File: config.mk
export PLATFORM = sky130hd
export DESIGN_NAME = crm_fifo
export DESIGN_NICKNAME = d
export VERILOG_FILES = /design/src/hw/rtl/crm_pkg.sv /design/src/hw/rtl/crm_fifo.sv
export SDC_FILE = /design/constraint.sdc
export NUM_CORES = 1
export LEC_CHECK = 0
export BUFFER_PORTS_ARGS = -buffer_cell sky130_fd_sc_hd__buf_2
export CAP_MARGIN = 10
export CORE_MARGIN = 4
export CORE_UTILIZATION = 25
export DETAILED_ROUTE_END_ITERATION = 8
export MAX_ROUTING_LAYER = met4
export PLACE_DENSITY = 0.45
export SYNTH_ARGS = -nofsm -noshare
export SYNTH_HDL_FRONTEND = slang
export SYNTH_SLANG_ARGS = --single-unit
File: constraint.sdc
create_clock -name clk -period 2.65 [get_ports clk]
set_input_delay 0.265 -clock clk [delete_from_list [all_inputs] [get_ports clk]]
set_output_delay 0.265 -clock clk [all_outputs]
set_load 0.005 [all_outputs]
File: src/hw/rtl/crm_pkg.sv
// shared types, constants and helpers of the crystal region mapper
`default_nettype none

package crm_pkg;

    // sizes
    localparam int MAX_REGIONS_DEF = 1024;
    localparam int QUEUE_DEPTH     = 4;
    localparam int PADDR_W         = 5;
    localparam int DIV_W           = 10;   // dividend and quotient width
    localparam int DIVR_W          = 9;    // divisor width
    localparam int DIV_STEPS       = 2;    // quotient bits per cycle
    localparam int ID_W            = 21;   // raw region id before capacity check

    // crystal numbering
    localparam int HASH_BASE   = 30600;
    localparam int PHI_ROW     = 360;
    localparam int ETA_NEG_OFS = 85;
    localparam int ETA_POS_OFS = 84;
    localparam int ETA_MAX     = 85;

    // register indexes
    localparam logic [2:0] REG_ETA_FIRST = 3'd0;
    localparam logic [2:0] REG_ETA_LAST  = 3'd1;
    localparam logic [2:0] REG_ETA_STEP  = 3'd2;
    localparam logic [2:0] REG_PHI_FIRST = 3'd3;
    localparam logic [2:0] REG_PHI_LAST  = 3'd4;
    localparam logic [2:0] REG_PHI_STEP  = 3'd5;

    // register reset values
    localparam logic [7:0] ETA_FIRST_RST = 8'hAB;
    localparam logic [7:0] ETA_LAST_RST  = 8'd86;
    localparam logic [7:0] ETA_STEP_RST  = 8'd5;
    localparam logic [8:0] PHI_FIRST_RST = 9'd1;
    localparam logic [8:0] PHI_LAST_RST  = 9'd361;
    localparam logic [8:0] PHI_STEP_RST  = 9'd20;

    typedef enum logic [2:0] {
        ST_OK       = 3'd0,
        ST_ETA_LOW  = 3'd1,
        ST_ETA_HIGH = 3'd2,
        ST_PHI_LOW  = 3'd3,
        ST_PHI_HIGH = 3'd4,
        ST_ETA_ZERO = 3'd5,
        ST_OVER_CAP = 3'd6
    } status_t;

    typedef enum logic [2:0] {
        BK_CLEAR,
        BK_IDLE,
        BK_WAIT_CNT,
        BK_WAIT_SLOT,
        BK_MUL,
        BK_ADDR,
        BK_WRITE
    } back_state_t;

    typedef struct packed {
        logic [7:0] eta_first;
        logic [7:0] eta_last;
        logic [7:0] eta_step;
        logic [8:0] phi_first;
        logic [8:0] phi_last;
        logic [8:0] phi_step;
    } crm_cfg_t;

    // classified request as it travels from front to back
    typedef struct packed {
        status_t    status;
        logic [15:0] hash;
        logic [7:0] eta_off;
        logic [8:0] phi_off;
    } crm_item_t;

    // eta with zero skipped: negative side from 0, positive side from 85
    function automatic logic signed [8:0] shift_eta(input logic [7:0] e);
        logic signed [8:0] ex;
        ex = 9'($signed(e));
        if (ex < 0)
            return ex + 9'(ETA_NEG_OFS);
        else if (ex > 0)
            return ex + 9'(ETA_POS_OFS);
        else
            return '0;
    endfunction

endpackage

`default_nettype wire

File: src/hw/rtl/crm_fifo.sv
// short request queue between front and back
`default_nettype none

module crm_fifo (
    input  wire logic               clk,
    input  wire logic               rst_n,
    input  wire logic               wr_en,
    input  wire crm_pkg::crm_item_t wr_data,
    input  wire logic               rd_en,
    output crm_pkg::crm_item_t      rd_data,
    output logic                    fifo_full,
    output logic                    fifo_empty
);

    localparam int PTR_W = $clog2(crm_pkg::QUEUE_DEPTH);

    crm_pkg::crm_item_t entry_reg [crm_pkg::QUEUE_DEPTH];
    logic [PTR_W-1:0]   wr_ptr_reg;
    logic [PTR_W-1:0]   rd_ptr_reg;
    logic [PTR_W:0]     count_reg;
    logic [PTR_W:0]     count_next;

    assign fifo_full  = (count_reg == (PTR_W+1)'(crm_pkg::QUEUE_DEPTH));
    assign fifo_empty = (count_reg == '0);
    assign rd_data    = entry_reg[rd_ptr_reg];

    always_comb
    begin
        count_next = count_reg;
        if (wr_en && !rd_en)
            count_next = count_reg + 1'b1;
        else if (rd_en && !wr_en)
            count_next = count_reg - 1'b1;
    end

    always_ff @(posedge clk or negedge rst_n)
    begin
        if (!rst_n)
        begin
            wr_ptr_reg <= '0;
            rd_ptr_reg <= '0;
            count_reg  <= '0;
        end
        else
        begin
            if (wr_en)
                wr_ptr_reg <= wr_ptr_reg + 1'b1;
            if (rd_en)
                rd_ptr_reg <= rd_ptr_reg + 1'b1;
            count_reg <= count_next;
        end
    end

    always_ff @(posedge clk)
    begin
        if (wr_en)
            entry_reg[wr_ptr_reg] <= wr_data;
    end

endmodule

`default_nettype wire

After elaboration in Yosys (flattened, before gate mapping):

Memory sizes are Yosys's and may differ from the RTL's.
Index checks and enable logic that the tools add are counted.

* add/sub/neg operators: 4
* equality and inequality tests: 1
* mux-type cells: 4
* reductions and logical operators: 6

Operators with widths (number)
* two-way mux 3 bit: 2
* adder 2 x 1 -> 2 bit (second input constant): 2
* adder 3 x 1 -> 3 bit (second input constant): 1
* equality test 3 bit (second input constant): 1
* logical NOT 3 bit: 1
* subtractor 3 x 1 -> 3 bit (second input constant): 1
* logical AND 1 bit: 2
* logical NOT 1 bit: 2
* two-way mux 1 bit: 2
* nonzero test 2 bit: 1

* bits in registers: 7
* RAM bits: 144
* bits of input ports: 40
* output and inout bits: 38
* logic and storage cells: 19
* memories kept: 1

Memories
* entry_reg: words 4, bits a word 36, rd ports 1, clocked after memory_dff 0, wr ports 1, line crm_fifo.sv:17 `crm_pkg::crm_item_t entry_reg [crm_pkg::QUEUE_DEPTH];`

Logic depth before layout (Yosys ltp):

* depth after elaboration: 4
* depth in mapped cells: 7
* depth with buffers taken out: 7

Worst setup path after synthesis:

OpenSTA, ideal clock, no wires.

* path kind: flip-flop to flip-flop
* from: register wr_ptr_reg[0]
* to: memory entry_reg[2][0] (netlist bit) (enable)
* library setup time: 397 ps
* data arrival time: 1500 ps
* data required time: 2253 ps
* setup slack: 754 ps
* cell stages (with the launch flop): 4
* buffers on the path: 0
* clock period less this slack: 1896 ps
* cells stage by stage: dfrtp_1 inv_1 ha_1 and2_1

RTL lines
* start, declared: line crm_fifo.sv:18 `logic [PTR_W-1:0] wr_ptr_reg;`
* start signal, assigned: line crm_fifo.sv:47 `wr_ptr_reg <= wr_ptr_reg + 1'b1;`
* end, declared: line crm_fifo.sv:17

No word-level cell before the write port.

==> results.tsv <==
metric	value	unit
Post-DP HPWL	6.614	mm
DR vias/cell	4.163	
Critical Path Slowest Stage Cell	dfrtp_4	
Resize count post-CTS	0	
CTS buffer count	17	
fill count	2080	
vias	2560	
sequential share of the synthesized area	0.8029	
status	finished clean	
CTS tree	built	
max incr delay on CP	690	ps
Die W	157.7	um
number of remaining DRC errors	0	
Max Fclk	425.9	MHz
Initial Util	0.2552	
placed instance area	6381	um2
Slew Limit Fails	0	
leakage	2.405	nW
Yosys Warn Count	0	
Yosys reg bits	151	
Syn Nets	268	
Hold WC Path Type	input pin to flop	
area grow syn2layout	25.12	%
post-CTS setup repair buffer count	0	
Final Net Count	365	
MaxCap Viol Count	0	
number of global-route vias before repair	2762	
actual slew at the worst max-slew pin	616.8	ps
Setup Crit Path Kind	flop to output pin	
TNS Setup	0	ps
Mapped Area	5604	um2
later-pin clock latency in the skew report	410	ps
clock transition at the registers of the reported paths	60	ps
Die Footprint	24880	um2
Post-Synthesis Cells	222	
RSZ-0062 raised after global routing	no	
commonest non-fill, non-tap cell in the layout	edfxtp_1	
CP endpoint kind	output pin	
Post-Route WL	11.05	mm
most frequent cells in the layout	edfxtp_1, buf_2, mux4_2	
drt wl/cell	17.96	um
Syn Area/Cell	25.24	um2
Final setup viols	0	
share of post-route cells with drive strength above 1	0.4729	
Worst Path Arrival	2080	ps
VDD IR max	0.4311	mV
final period utilization	0.8860	
global-route usage over all layers	0.09665	
critical-path cell list	buf_12, mux4_2, buf_2	
Post-DRT Antenna Nets	0	
largest net degree at the start of global routing	37	
slew margin rel.	0.5888	
routability congestion estimate	0.6308	
drt pass-1 iters	4	
critical hold path startpoint	wr_data[19]	
first-pass GRT wire length	16.59	mm
core box area	21960	um2
clock sinks	151	
row cnt	54	
total power	7.767	mW
Layout Cells excl Fill	615	
DRT iter0 DRCs	138	
post-synthesis cell type count	19	
startpoint types	flop	
Fin. Hold Viols	0	
Placed Cells	579	
Final Skew	8.165	ps
crit-path max FO	21	
Req. time, crit path	2380	ps
CTS Buffer Depth	2	
Port Buffers	77	
PwrDens	1108	nW/um2
Ports	78	
Final Core Density	0.3193	
grt total ovfl	0	
clock period minus worst slack	2348	ps
Largest register FFs	144	
Clock H-tree levels	4	
crit path launch	rd_ptr_reg[0]	
DIE HEIGHT	157.7	um
final instance area	7012	um2
initial antenna violation count	3	
worst flop-to-flop path startpoint	wr_ptr_reg[0]	
root buffer cell	clkbuf_16	
synthesized netlist by cell type:
cell / number / share of area
mux4_2: 36 / 0.14
nand2_1: 2 / 0.0013
edfxtp_1: 144 / 0.77
fa_1: 1 / 0.0036
xnor2_1: 2 / 0.0031
and2_1: 4 / 0.0045
nor3b_1: 1 / 0.0013
buf_4: 1 / 0.0013
inv_1: 4 / 0.0027
buf_6: 1 / 0.0020
dfrtp_1: 7 / 0.031
xor2_1: 4 / 0.0063
buf_12: 2 / 0.0071
ha_1: 5 / 0.011
o21ai_0: 1 / 0.00089
nor3_1: 1 / 0.00089
mux2_2: 1 / 0.0020
nor2_1: 1 / 0.00067
buf_2: 4 / 0.0036
worst paths after layout:
check	end	slack, ps	cells after the start
worst max-delay path	rd_data[23]	300	3
worst min-delay path	entry_reg[3][19]	60	1
worst max register to register	entry_reg[2][10]	1230	4
worst min register to register	count_reg[2]	490	1
max in group asynchronous	rd_ptr_reg[0]	2220	2
min in group asynchronous	count_reg[1]	230	2
where the power goes:
part	total (mW)	switching, mW	internal (mW)	leakage (nW)
clock network	2.47	0.896	1.58	0.294
logic	1.88	0.874	1.01	0.708
registers	3.41	0.280	3.13	1.40
logic make-up after synthesis:
group / Yosys count / share of synthesized area
buffers and inverters: 12 / 0.01674
adder cells (fa/ha/maj): 6 / 0.01474
AO/OA/AOI/OAI: 1 / 0.0008922
flip-flops: 151 / 0.8029
multiplexers: 37 / 0.1467
AND/OR/NAND/NOR: 9 / 0.008706
XOR/XNOR: 6 / 0.009377
per-stage QoR:
step           hold WS, ps  worst slack, ps
2_1_floorplan       -30.59            753.8
3_3_place_gp         123.0            661.0
3_5_place_dp         126.7            661.9
4_1_cts              38.40            207.3
5_1_grt              42.97            152.3
6_report             62.85            302.1
cell type report:
cell class                      count  area, um2  share of cell area
Sequential cell                   151       4504              0.6424
Multi-Input combinational cell     59       1016              0.1449
Timing Repair Buffer               86      505.5             0.07209
Clock buffer                       20      436.7             0.06228
Tap cell                          280      350.3             0.04996
Clock inverter                     12      176.4             0.02516
Inverter                            4      15.01            0.002141
Antenna cell                        3      7.507            0.001071
critical path, delay by kind of cell (launching register included):
kind                   cells  cell delay (ps)
buffers and inverters      2              430
flip-flops                 1              690
multiplexers               1              550
layer usage:
metal | global-route usage | vias to the layer above | part of all wire
li1 | - | 1131 | -
met3 | 0.03198 | 17 | 0.046
met4 | 0.04302 | 0 | 0.018
met2 | 0.1484 | 56 | 0.50
met5 | - | - | 0
met1 | 0.1166 | 1356 | 0.44
repair_timing:
action                                  in CTS  in global routing
endpoints found under the hold margin        7                  0
hold buffers                                 1                  0
endpoints found under the setup margin       0                  0
No activity file was read; power rests on OpenSTA's default activity.
