**src/hw/rtl/crm_pkg.sv**
```systemverilog
// shared types, constants and helpers of the crystal region mapper
`default_nettype none

package crm_pkg;

    // sizes
    localparam int MAX_REGIONS_DEF = 1024;
    localparam int QUEUE_DEPTH     = 4;
    localparam int PADDR_W         = 5;
    localparam int DIV_W           = 10;   // dividend and quotient width
    localparam int DIVR_W          = 9;    // divisor width
    localparam int DIV_STEPS       = 2;    // quotient bits per cycle
    localparam int ID_W            = 21;   // raw region id before capacity check

    // crystal numbering
    localparam int HASH_BASE   = 30600;
    localparam int PHI_ROW     = 360;
    localparam int ETA_NEG_OFS = 85;
    localparam int ETA_POS_OFS = 84;
    localparam int ETA_MAX     = 85;

    // register indexes
    localparam logic [2:0] REG_ETA_FIRST = 3'd0;
    localparam logic [2:0] REG_ETA_LAST  = 3'd1;
    localparam logic [2:0] REG_ETA_STEP  = 3'd2;
    localparam logic [2:0] REG_PHI_FIRST = 3'd3;
    localparam logic [2:0] REG_PHI_LAST  = 3'd4;
    localparam logic [2:0] REG_PHI_STEP  = 3'd5;

    // register reset values
    localparam logic [7:0] ETA_FIRST_RST = 8'hAB;
    localparam logic [7:0] ETA_LAST_RST  = 8'd86;
    localparam logic [7:0] ETA_STEP_RST  = 8'd5;
    localparam logic [8:0] PHI_FIRST_RST = 9'd1;
    localparam logic [8:0] PHI_LAST_RST  = 9'd361;
    localparam logic [8:0] PHI_STEP_RST  = 9'd20;

    typedef enum logic [2:0] {
        ST_OK       = 3'd0,
        ST_ETA_LOW  = 3'd1,
        ST_ETA_HIGH = 3'd2,
        ST_PHI_LOW  = 3'd3,
        ST_PHI_HIGH = 3'd4,
        ST_ETA_ZERO = 3'd5,
        ST_OVER_CAP = 3'd6
    } status_t;

    typedef enum logic [2:0] {
        BK_CLEAR,
        BK_IDLE,
        BK_WAIT_CNT,
        BK_WAIT_SLOT,
        BK_MUL,
        BK_ADDR,
        BK_WRITE
    } back_state_t;

    typedef struct packed {
        logic [7:0] eta_first;
        logic [7:0] eta_last;
        logic [7:0] eta_step;
        logic [8:0] phi_first;
        logic [8:0] phi_last;
        logic [8:0] phi_step;
    } crm_cfg_t;

    // classified request as it travels from front to back
    typedef struct packed {
        status_t    status;
        logic [15:0] hash;
        logic [7:0] eta_off;
        logic [8:0] phi_off;
    } crm_item_t;

    // eta with zero skipped: negative side from 0, positive side from 85
    function automatic logic signed [8:0] shift_eta(input logic [7:0] e);
        logic signed [8:0] ex;
        ex = 9'($signed(e));
        if (ex < 0)
            return ex + 9'(ETA_NEG_OFS);
        else if (ex > 0)
            return ex + 9'(ETA_POS_OFS);
        else
            return '0;
    endfunction

endpackage

`default_nettype wire

```
**src/hw/rtl/crm_front.sv**
```systemverilog
// front: window check, crystal hash and slot offsets of each request
`default_nettype none

module crm_front (
    input  wire logic              push,
    input  wire logic              stall,
    input  wire logic signed [7:0] eta_index,
    input  wire logic [8:0]        phi_index,
    input  wire crm_pkg::crm_cfg_t cfg,
    output logic                   wr_en,
    output crm_pkg::crm_item_t     item
);

    logic signed [8:0]  e_loc;
    logic signed [8:0]  e_start;
    logic signed [8:0]  e_end;
    logic signed [9:0]  e_diff;
    logic [8:0]         phi_diff;
    logic               hash_ok;
    logic signed [7:0]  row;
    logic signed [17:0] hash_sum;
    crm_pkg::status_t   status;

    assign wr_en = push && !stall;

    assign e_loc   = crm_pkg::shift_eta(eta_index);
    assign e_start = crm_pkg::shift_eta(cfg.eta_first);
    assign e_end   = crm_pkg::shift_eta(cfg.eta_last);

    // first failing test wins
    always_comb
    begin
        if (e_loc < e_start)
            status = crm_pkg::ST_ETA_LOW;
        else if (e_loc >= e_end)
            status = crm_pkg::ST_ETA_HIGH;
        else if (phi_index < cfg.phi_first)
            status = crm_pkg::ST_PHI_LOW;
        else if (phi_index >= cfg.phi_last)
            status = crm_pkg::ST_PHI_HIGH;
        else if (eta_index == 8'sd0)
            status = crm_pkg::ST_ETA_ZERO;
        else
            status = crm_pkg::ST_OK;
    end

    assign e_diff   = 10'(e_loc) - 10'(e_start);
    assign phi_diff = phi_index - cfg.phi_first;

    assign hash_ok = (eta_index != 8'sd0)
                  && (eta_index >= -8'(crm_pkg::ETA_MAX))
                  && (eta_index <= 8'(crm_pkg::ETA_MAX))
                  && (phi_index >= 9'd1)
                  && (phi_index <= 9'(crm_pkg::PHI_ROW));

    // positive side drops one row to close the gap left by zero
    assign row      = (eta_index < 0) ? eta_index : eta_index - 8'sd1;
    assign hash_sum = 18'(row) * 18'sd360 + 18'sd30599 + $signed({9'b0, phi_index});

    always_comb
    begin
        item.status  = status;
        item.hash    = hash_ok ? hash_sum[15:0] : 16'd0;
        item.eta_off = e_diff[7:0];
        item.phi_off = phi_diff;
    end

endmodule

`default_nettype wire

```
**config.mk**
```make
export PLATFORM = sky130hd
export DESIGN_NAME = crm_front
export DESIGN_NICKNAME = d
export VERILOG_FILES = /design/src/hw/rtl/crm_pkg.sv /design/src/hw/rtl/crm_front.sv
export SDC_FILE = /design/constraint.sdc
export NUM_CORES = 1
export LEC_CHECK = 0
export BUFFER_PORTS_ARGS = -buffer_cell sky130_fd_sc_hd__buf_4
export CAP_MARGIN = 20
export CORE_MARGIN = 5
export CORE_UTILIZATION = 45
export DETAILED_ROUTE_END_ITERATION = 10
export GPL_ROUTABILITY_DRIVEN = 1
export PLACE_DENSITY = 0.7
export SLEW_MARGIN = 20
export SYNTH_ARGS = -nofsm -noshare
export SYNTH_HDL_FRONTEND = slang
export SYNTH_SLANG_ARGS = --single-unit
```
**constraint.sdc**
```tcl
create_clock -name vclk -period 17.5
set_input_delay 1.75 -clock vclk [all_inputs]
set_output_delay 1.75 -clock vclk [all_outputs]
set_load 0.02 [all_outputs]
```
# ---- Word level (Yosys, flattened, before mapping)
# Index checks and enable logic that the tools add are counted.
dict set report word_totals {
  ff_bits 0
  out_inout_bits 37
  in_bits 70
  elab_cells 47
}
dict set report op_classes {
  n_addsub 11
  mux 13
  n_reduce_logical 8
  order_cmp 14
  multipliers 1
}
# cell n
set op_table {}
lappend op_table {{adder 8 x 8 -> 9 bit, second input constant} 6}
lappend op_table {{2-to-1 mux 9 bit} 6}
lappend op_table {{greater-than comparator 8 x 1 -> 1 bit, second input constant} 3}
lappend op_table {{< comparator 8 x 1 -> 1 bit, second input constant} 3}
lappend op_table {{>= comparator 9 bit} 2}
lappend op_table {{< comparator 9 bit} 2}
lappend op_table {{adder 16 x 10 -> 16 bit} 1}
lappend op_table {{adder 16 bit, second input constant} 1}
lappend op_table {{2-to-1 mux 16 bit} 1}
lappend op_table {{2-to-1 mux 3 bit} 5}
lappend op_table {{multiplier 8 x 7 -> 13 bit, second input constant} 1}
lappend op_table {{>= comparator 9 x 1 -> 1 bit, second input constant} 1}
lappend op_table {{<= comparator 9 bit, second input constant} 1}
lappend op_table {{subtractor 9 bit} 1}
lappend op_table {{>= comparator 8 bit, second input constant} 1}
lappend op_table {{<= comparator 8 bit, second input constant} 1}
lappend op_table {{logical NOT 8 bit} 1}
lappend op_table {{2-to-1 mux 8 bit} 1}
lappend op_table {{nonzero test 8 bit} 1}
lappend op_table {{subtractor 8 x 2 -> 8 bit, second input constant} 1}
lappend op_table {{subtractor 8 bit} 1}
lappend op_table {{logical AND 1 bit} 5}
lappend op_table {{logical NOT 1 bit} 1}

# ---- Longest topological paths before layout
dict set report depth {
  word_depth 6
  depth_mapped 23
  depth_no_buf 23
}

# ---- Worst setup path before layout
# Ideal clock, no wire load.
dict set report synth_timing {
  path_type {input to output}
  from {in eta_index[4]}
  to {out item[30] (netlist name)}
  path_slack_ns 9.234
  path_buffers 1
  cell_stages 18
  arrival_time_ns 6.516
  path_cell_list {buf_2 -> nor3_1 -> a31oi_1 -> inv_1 -> ha_1 -> ha_1 -> fa_1 -> inv_1 -> fa_1 -> inv_1 -> ha_1 -> a21oi_1 -> o21ai_0 -> xnor2_1 -> inv_1 -> ha_1 -> or3_1 -> a21oi_1}
}
# item line
set synth_rtl {}
lappend synth_rtl {{start: declaration} crm_front.sv:7} ;# input wire logic signed [7:0] eta_index,
lappend synth_rtl {{end: declaration} crm_front.sv:11} ;# output crm_pkg::crm_item_t item

==> results.tsv <==
metric	value	unit
result of the run	completed	
Sequential Area	0	um^2
die span in y	105	um
fraction of final layout cells sized beyond drive strength 1	16.6	%
critical path start-end classification	input pin to output pin	
maximum operating frequency	116	MHz
largest family of logic cells by synthesized area	adder cells	
post-synthesis mux area share	1.31	%
post-synthesis cell area	4020	um^2
final number of max-transition violations	0	
arrival time reported for the critical path endpoint	6.86	ns
First DRT Iteration DRCs	210	
Post-CTS Hold Fix Bufs	0	
number of global-route vias before repair	3570	
total of warnings raised by yosys	0	
Slew headroom	31.5	%
number of antenna cells inserted	0	
proportion of synthesized chip area in sequential cells	0	%
core area	8720	um^2
number of clock buffers in the layout	0	
fraction of the mapped netlist area in adder cells	39.5	%
crit path cell chain	buf_4 -> inv_1 -> ha_1 -> nand3b_4 -> xnor2_1 -> ha_1 -> ha_1 -> inv_1 -> fa_1 -> fa_1 -> inv_1 -> ha_1 -> xnor2_1 -> inv_1 -> ha_1 -> o21ai_0 -> o21bai_1 -> nor2_1 -> a21oi_1 -> nor2_1 -> o31ai_1 -> xnor2_1 -> nor2_1 -> buf_4	
number of search-and-repair iterations in the first detailed-routing pass	4	
Global Route Usage Sum	15.7	%
post-synth cell types	57	
class of the tightest hold or removal check	input pin to output pin	
cell count after synthesis	553	
Pwr per Cell Area	130	nW/um^2
final sequential cell count	0	
slowest stage cell on the critical path	fa_1	
Critical Path RT	15.75	ns
number of antenna violations at the first check in global routing	0	
kind of cell adding the most delay to the critical path	adder cells	
Syn Nets	741	
clock period minus final worst setup slack	8.61	ns
remaining routing DRC violations	0	
Compound-Gate Fraction of Synth Area	21.9	%
die span in x	105	um
row cnt	34	
worst hold path cell count	3	
Buffers & Inverters on Critical Path	6	
final worst slack	8.89	ns
max capacitance violation total	0	
pin count of the biggest net entering global routing	18	
WP depth	24	
worst IR drop on VDD	0.147	mV
setup slack after placement	8.84	ns
critical path's largest stage delay	0.54	ns
kind of end point of the critical path	output pin	
wire length of the first global-routing pass	15400	um
overflow left after global routing	0	
RSZ-0062 raised after global routing	false	
Final Cell Area	4780	um^2
number of nets in the layout	824	
number of placed cells counting well taps	742	
signed area change from the synthesized netlist to the final layout	19.1	%
hpwl dp	8350	um
filler-free cell count of the finished design	742	
via count of the routed design	3897	
mean routed wirelength per cell	12.6	um
minimum hold slack	3.75	ns
synthesized area divided by synthesized cell count	7.27	um^2
initial core utilization	46.1	%
Post-Route Utilization	54.9	%
area of the multi-input gates	3620	um^2
startpoint class of the critical path	input pin	
parity-gate share of the synthesized area counting xor and xnor cells	9.28	%
post-layout power	0.622	mW
routed wire length	9380	um
# port buffers	90	
total die area	10900	um^2
gp weighted congestion	0.831	
Placed Area	4780	um^2
count of cells resized by post-cts repair	0	
worst-path fanout max	6	
area share of and/or/nand/nor cells after synthesis	18.0	%
transition time at the pin with the least slew margin	1.02	ns
total count of hold-check failures in the final report	0	
TNS Setup	0	ns
count of antenna-violating nets left after detailed routing	0	
endpoints failing setup	0	
buffers inserted by post-CTS timing repair	0	
fill cell instance count of the final layout	839	
cell type with the highest occurrence count on the critical path	ha_1	
share of the clock period used by the worst path	49.2	%
mean number of vias per cell	5.25	
Leak	2.61	nW
I/O pin count	107	
-- tightest hold or removal path, delay by kind of cell --
kind	cells	cell delay, ns
buffers and inverters	2	0.22
and+or+nand+nor	1	0.03
-- metal layers --
metal	vias up	track usage, %	share of wire, %	routed length [um]
met5	-	0	0	0
met1	1788	20.4	45	4260
met2	52	30.0	51	4830
met3	4	0.621	2.5	233
li1	2053	-	-	-
met4	0	0.740	0.57	53
-- final timing paths --
check | endpoint | start | slack [ns]
min | wr_en | stall | 3.75
max | item[32] | eta_index[3] | 8.89
-- layout by cell type, fill, tap and decap left out, types with 5 or more instances in the layout --
| cell | Yosys | layout |
|---|---|---|
| a21o_1 | 13 | 13 |
| o31ai_1 | 5 | 5 |
| inv_1 | 95 | 95 |
| buf_4 | 0 | 90 |
| a22oi_1 | 5 | 5 |
| nand3_1 | 5 | 5 |
| nor2_1 | 49 | 49 |
| o21ai_0 | 41 | 41 |
| a31oi_1 | 7 | 7 |
| nor2b_1 | 14 | 14 |
| a21oi_1 | 39 | 39 |
| nand2_1 | 29 | 29 |
| xor2_1 | 10 | 10 |
| nor3_1 | 15 | 15 |
| nand2b_1 | 11 | 11 |
| ha_1 | 103 | 103 |
| fa_1 | 15 | 15 |
| xnor2_1 | 30 | 30 |
-- synthesized netlist by cell type, drive strengths merged (4+ instances only) --
cell type / count / area [um^2]
o21ai: 42 / 214
nand2b: 11 / 68.8
buf: 4 / 26.3
a21o: 15 / 115
o21a: 4 / 30.0
inv: 95 / 357
nand3: 5 / 25.0
nand2: 29 / 109
xor2: 10 / 87.6
ha: 103 / 1290
nor3: 16 / 85.1
a21oi: 39 / 195
nor2b: 15 / 101
nor2: 49 / 184
o31ai: 5 / 37.5
clkbuf: 5 / 18.8
fa: 15 / 300
a31oi: 7 / 43.8
xnor2: 30 / 263
a22oi: 5 / 37.5
-- power breakdown --
part	leakage [nW]	internal, mW	switching [mW]
Combinational	2.61	0.281	0.342
Sequential	0	0	0
Clock	0	0	0
-- area by class of cell --
class | count | share of cell area, %
multi-input combinational | 449 | 75.6
timing repair buffer | 90 | 14.1
inverter | 95 | 7.45
tap | 108 | 2.82
-- cell families (layout without fill, tap and decap cells) --
group                      after synthesis  after routing
and+or+nand+nor                        144            144
adders and majority gates              118            118
buffers and inverters                  104            185
AOI/OAI and AO/OA                      141            141
muxes                                    5              5
xor gates and xnor gates                41             41
Note: power is estimated with default switching activity, not from simulation.
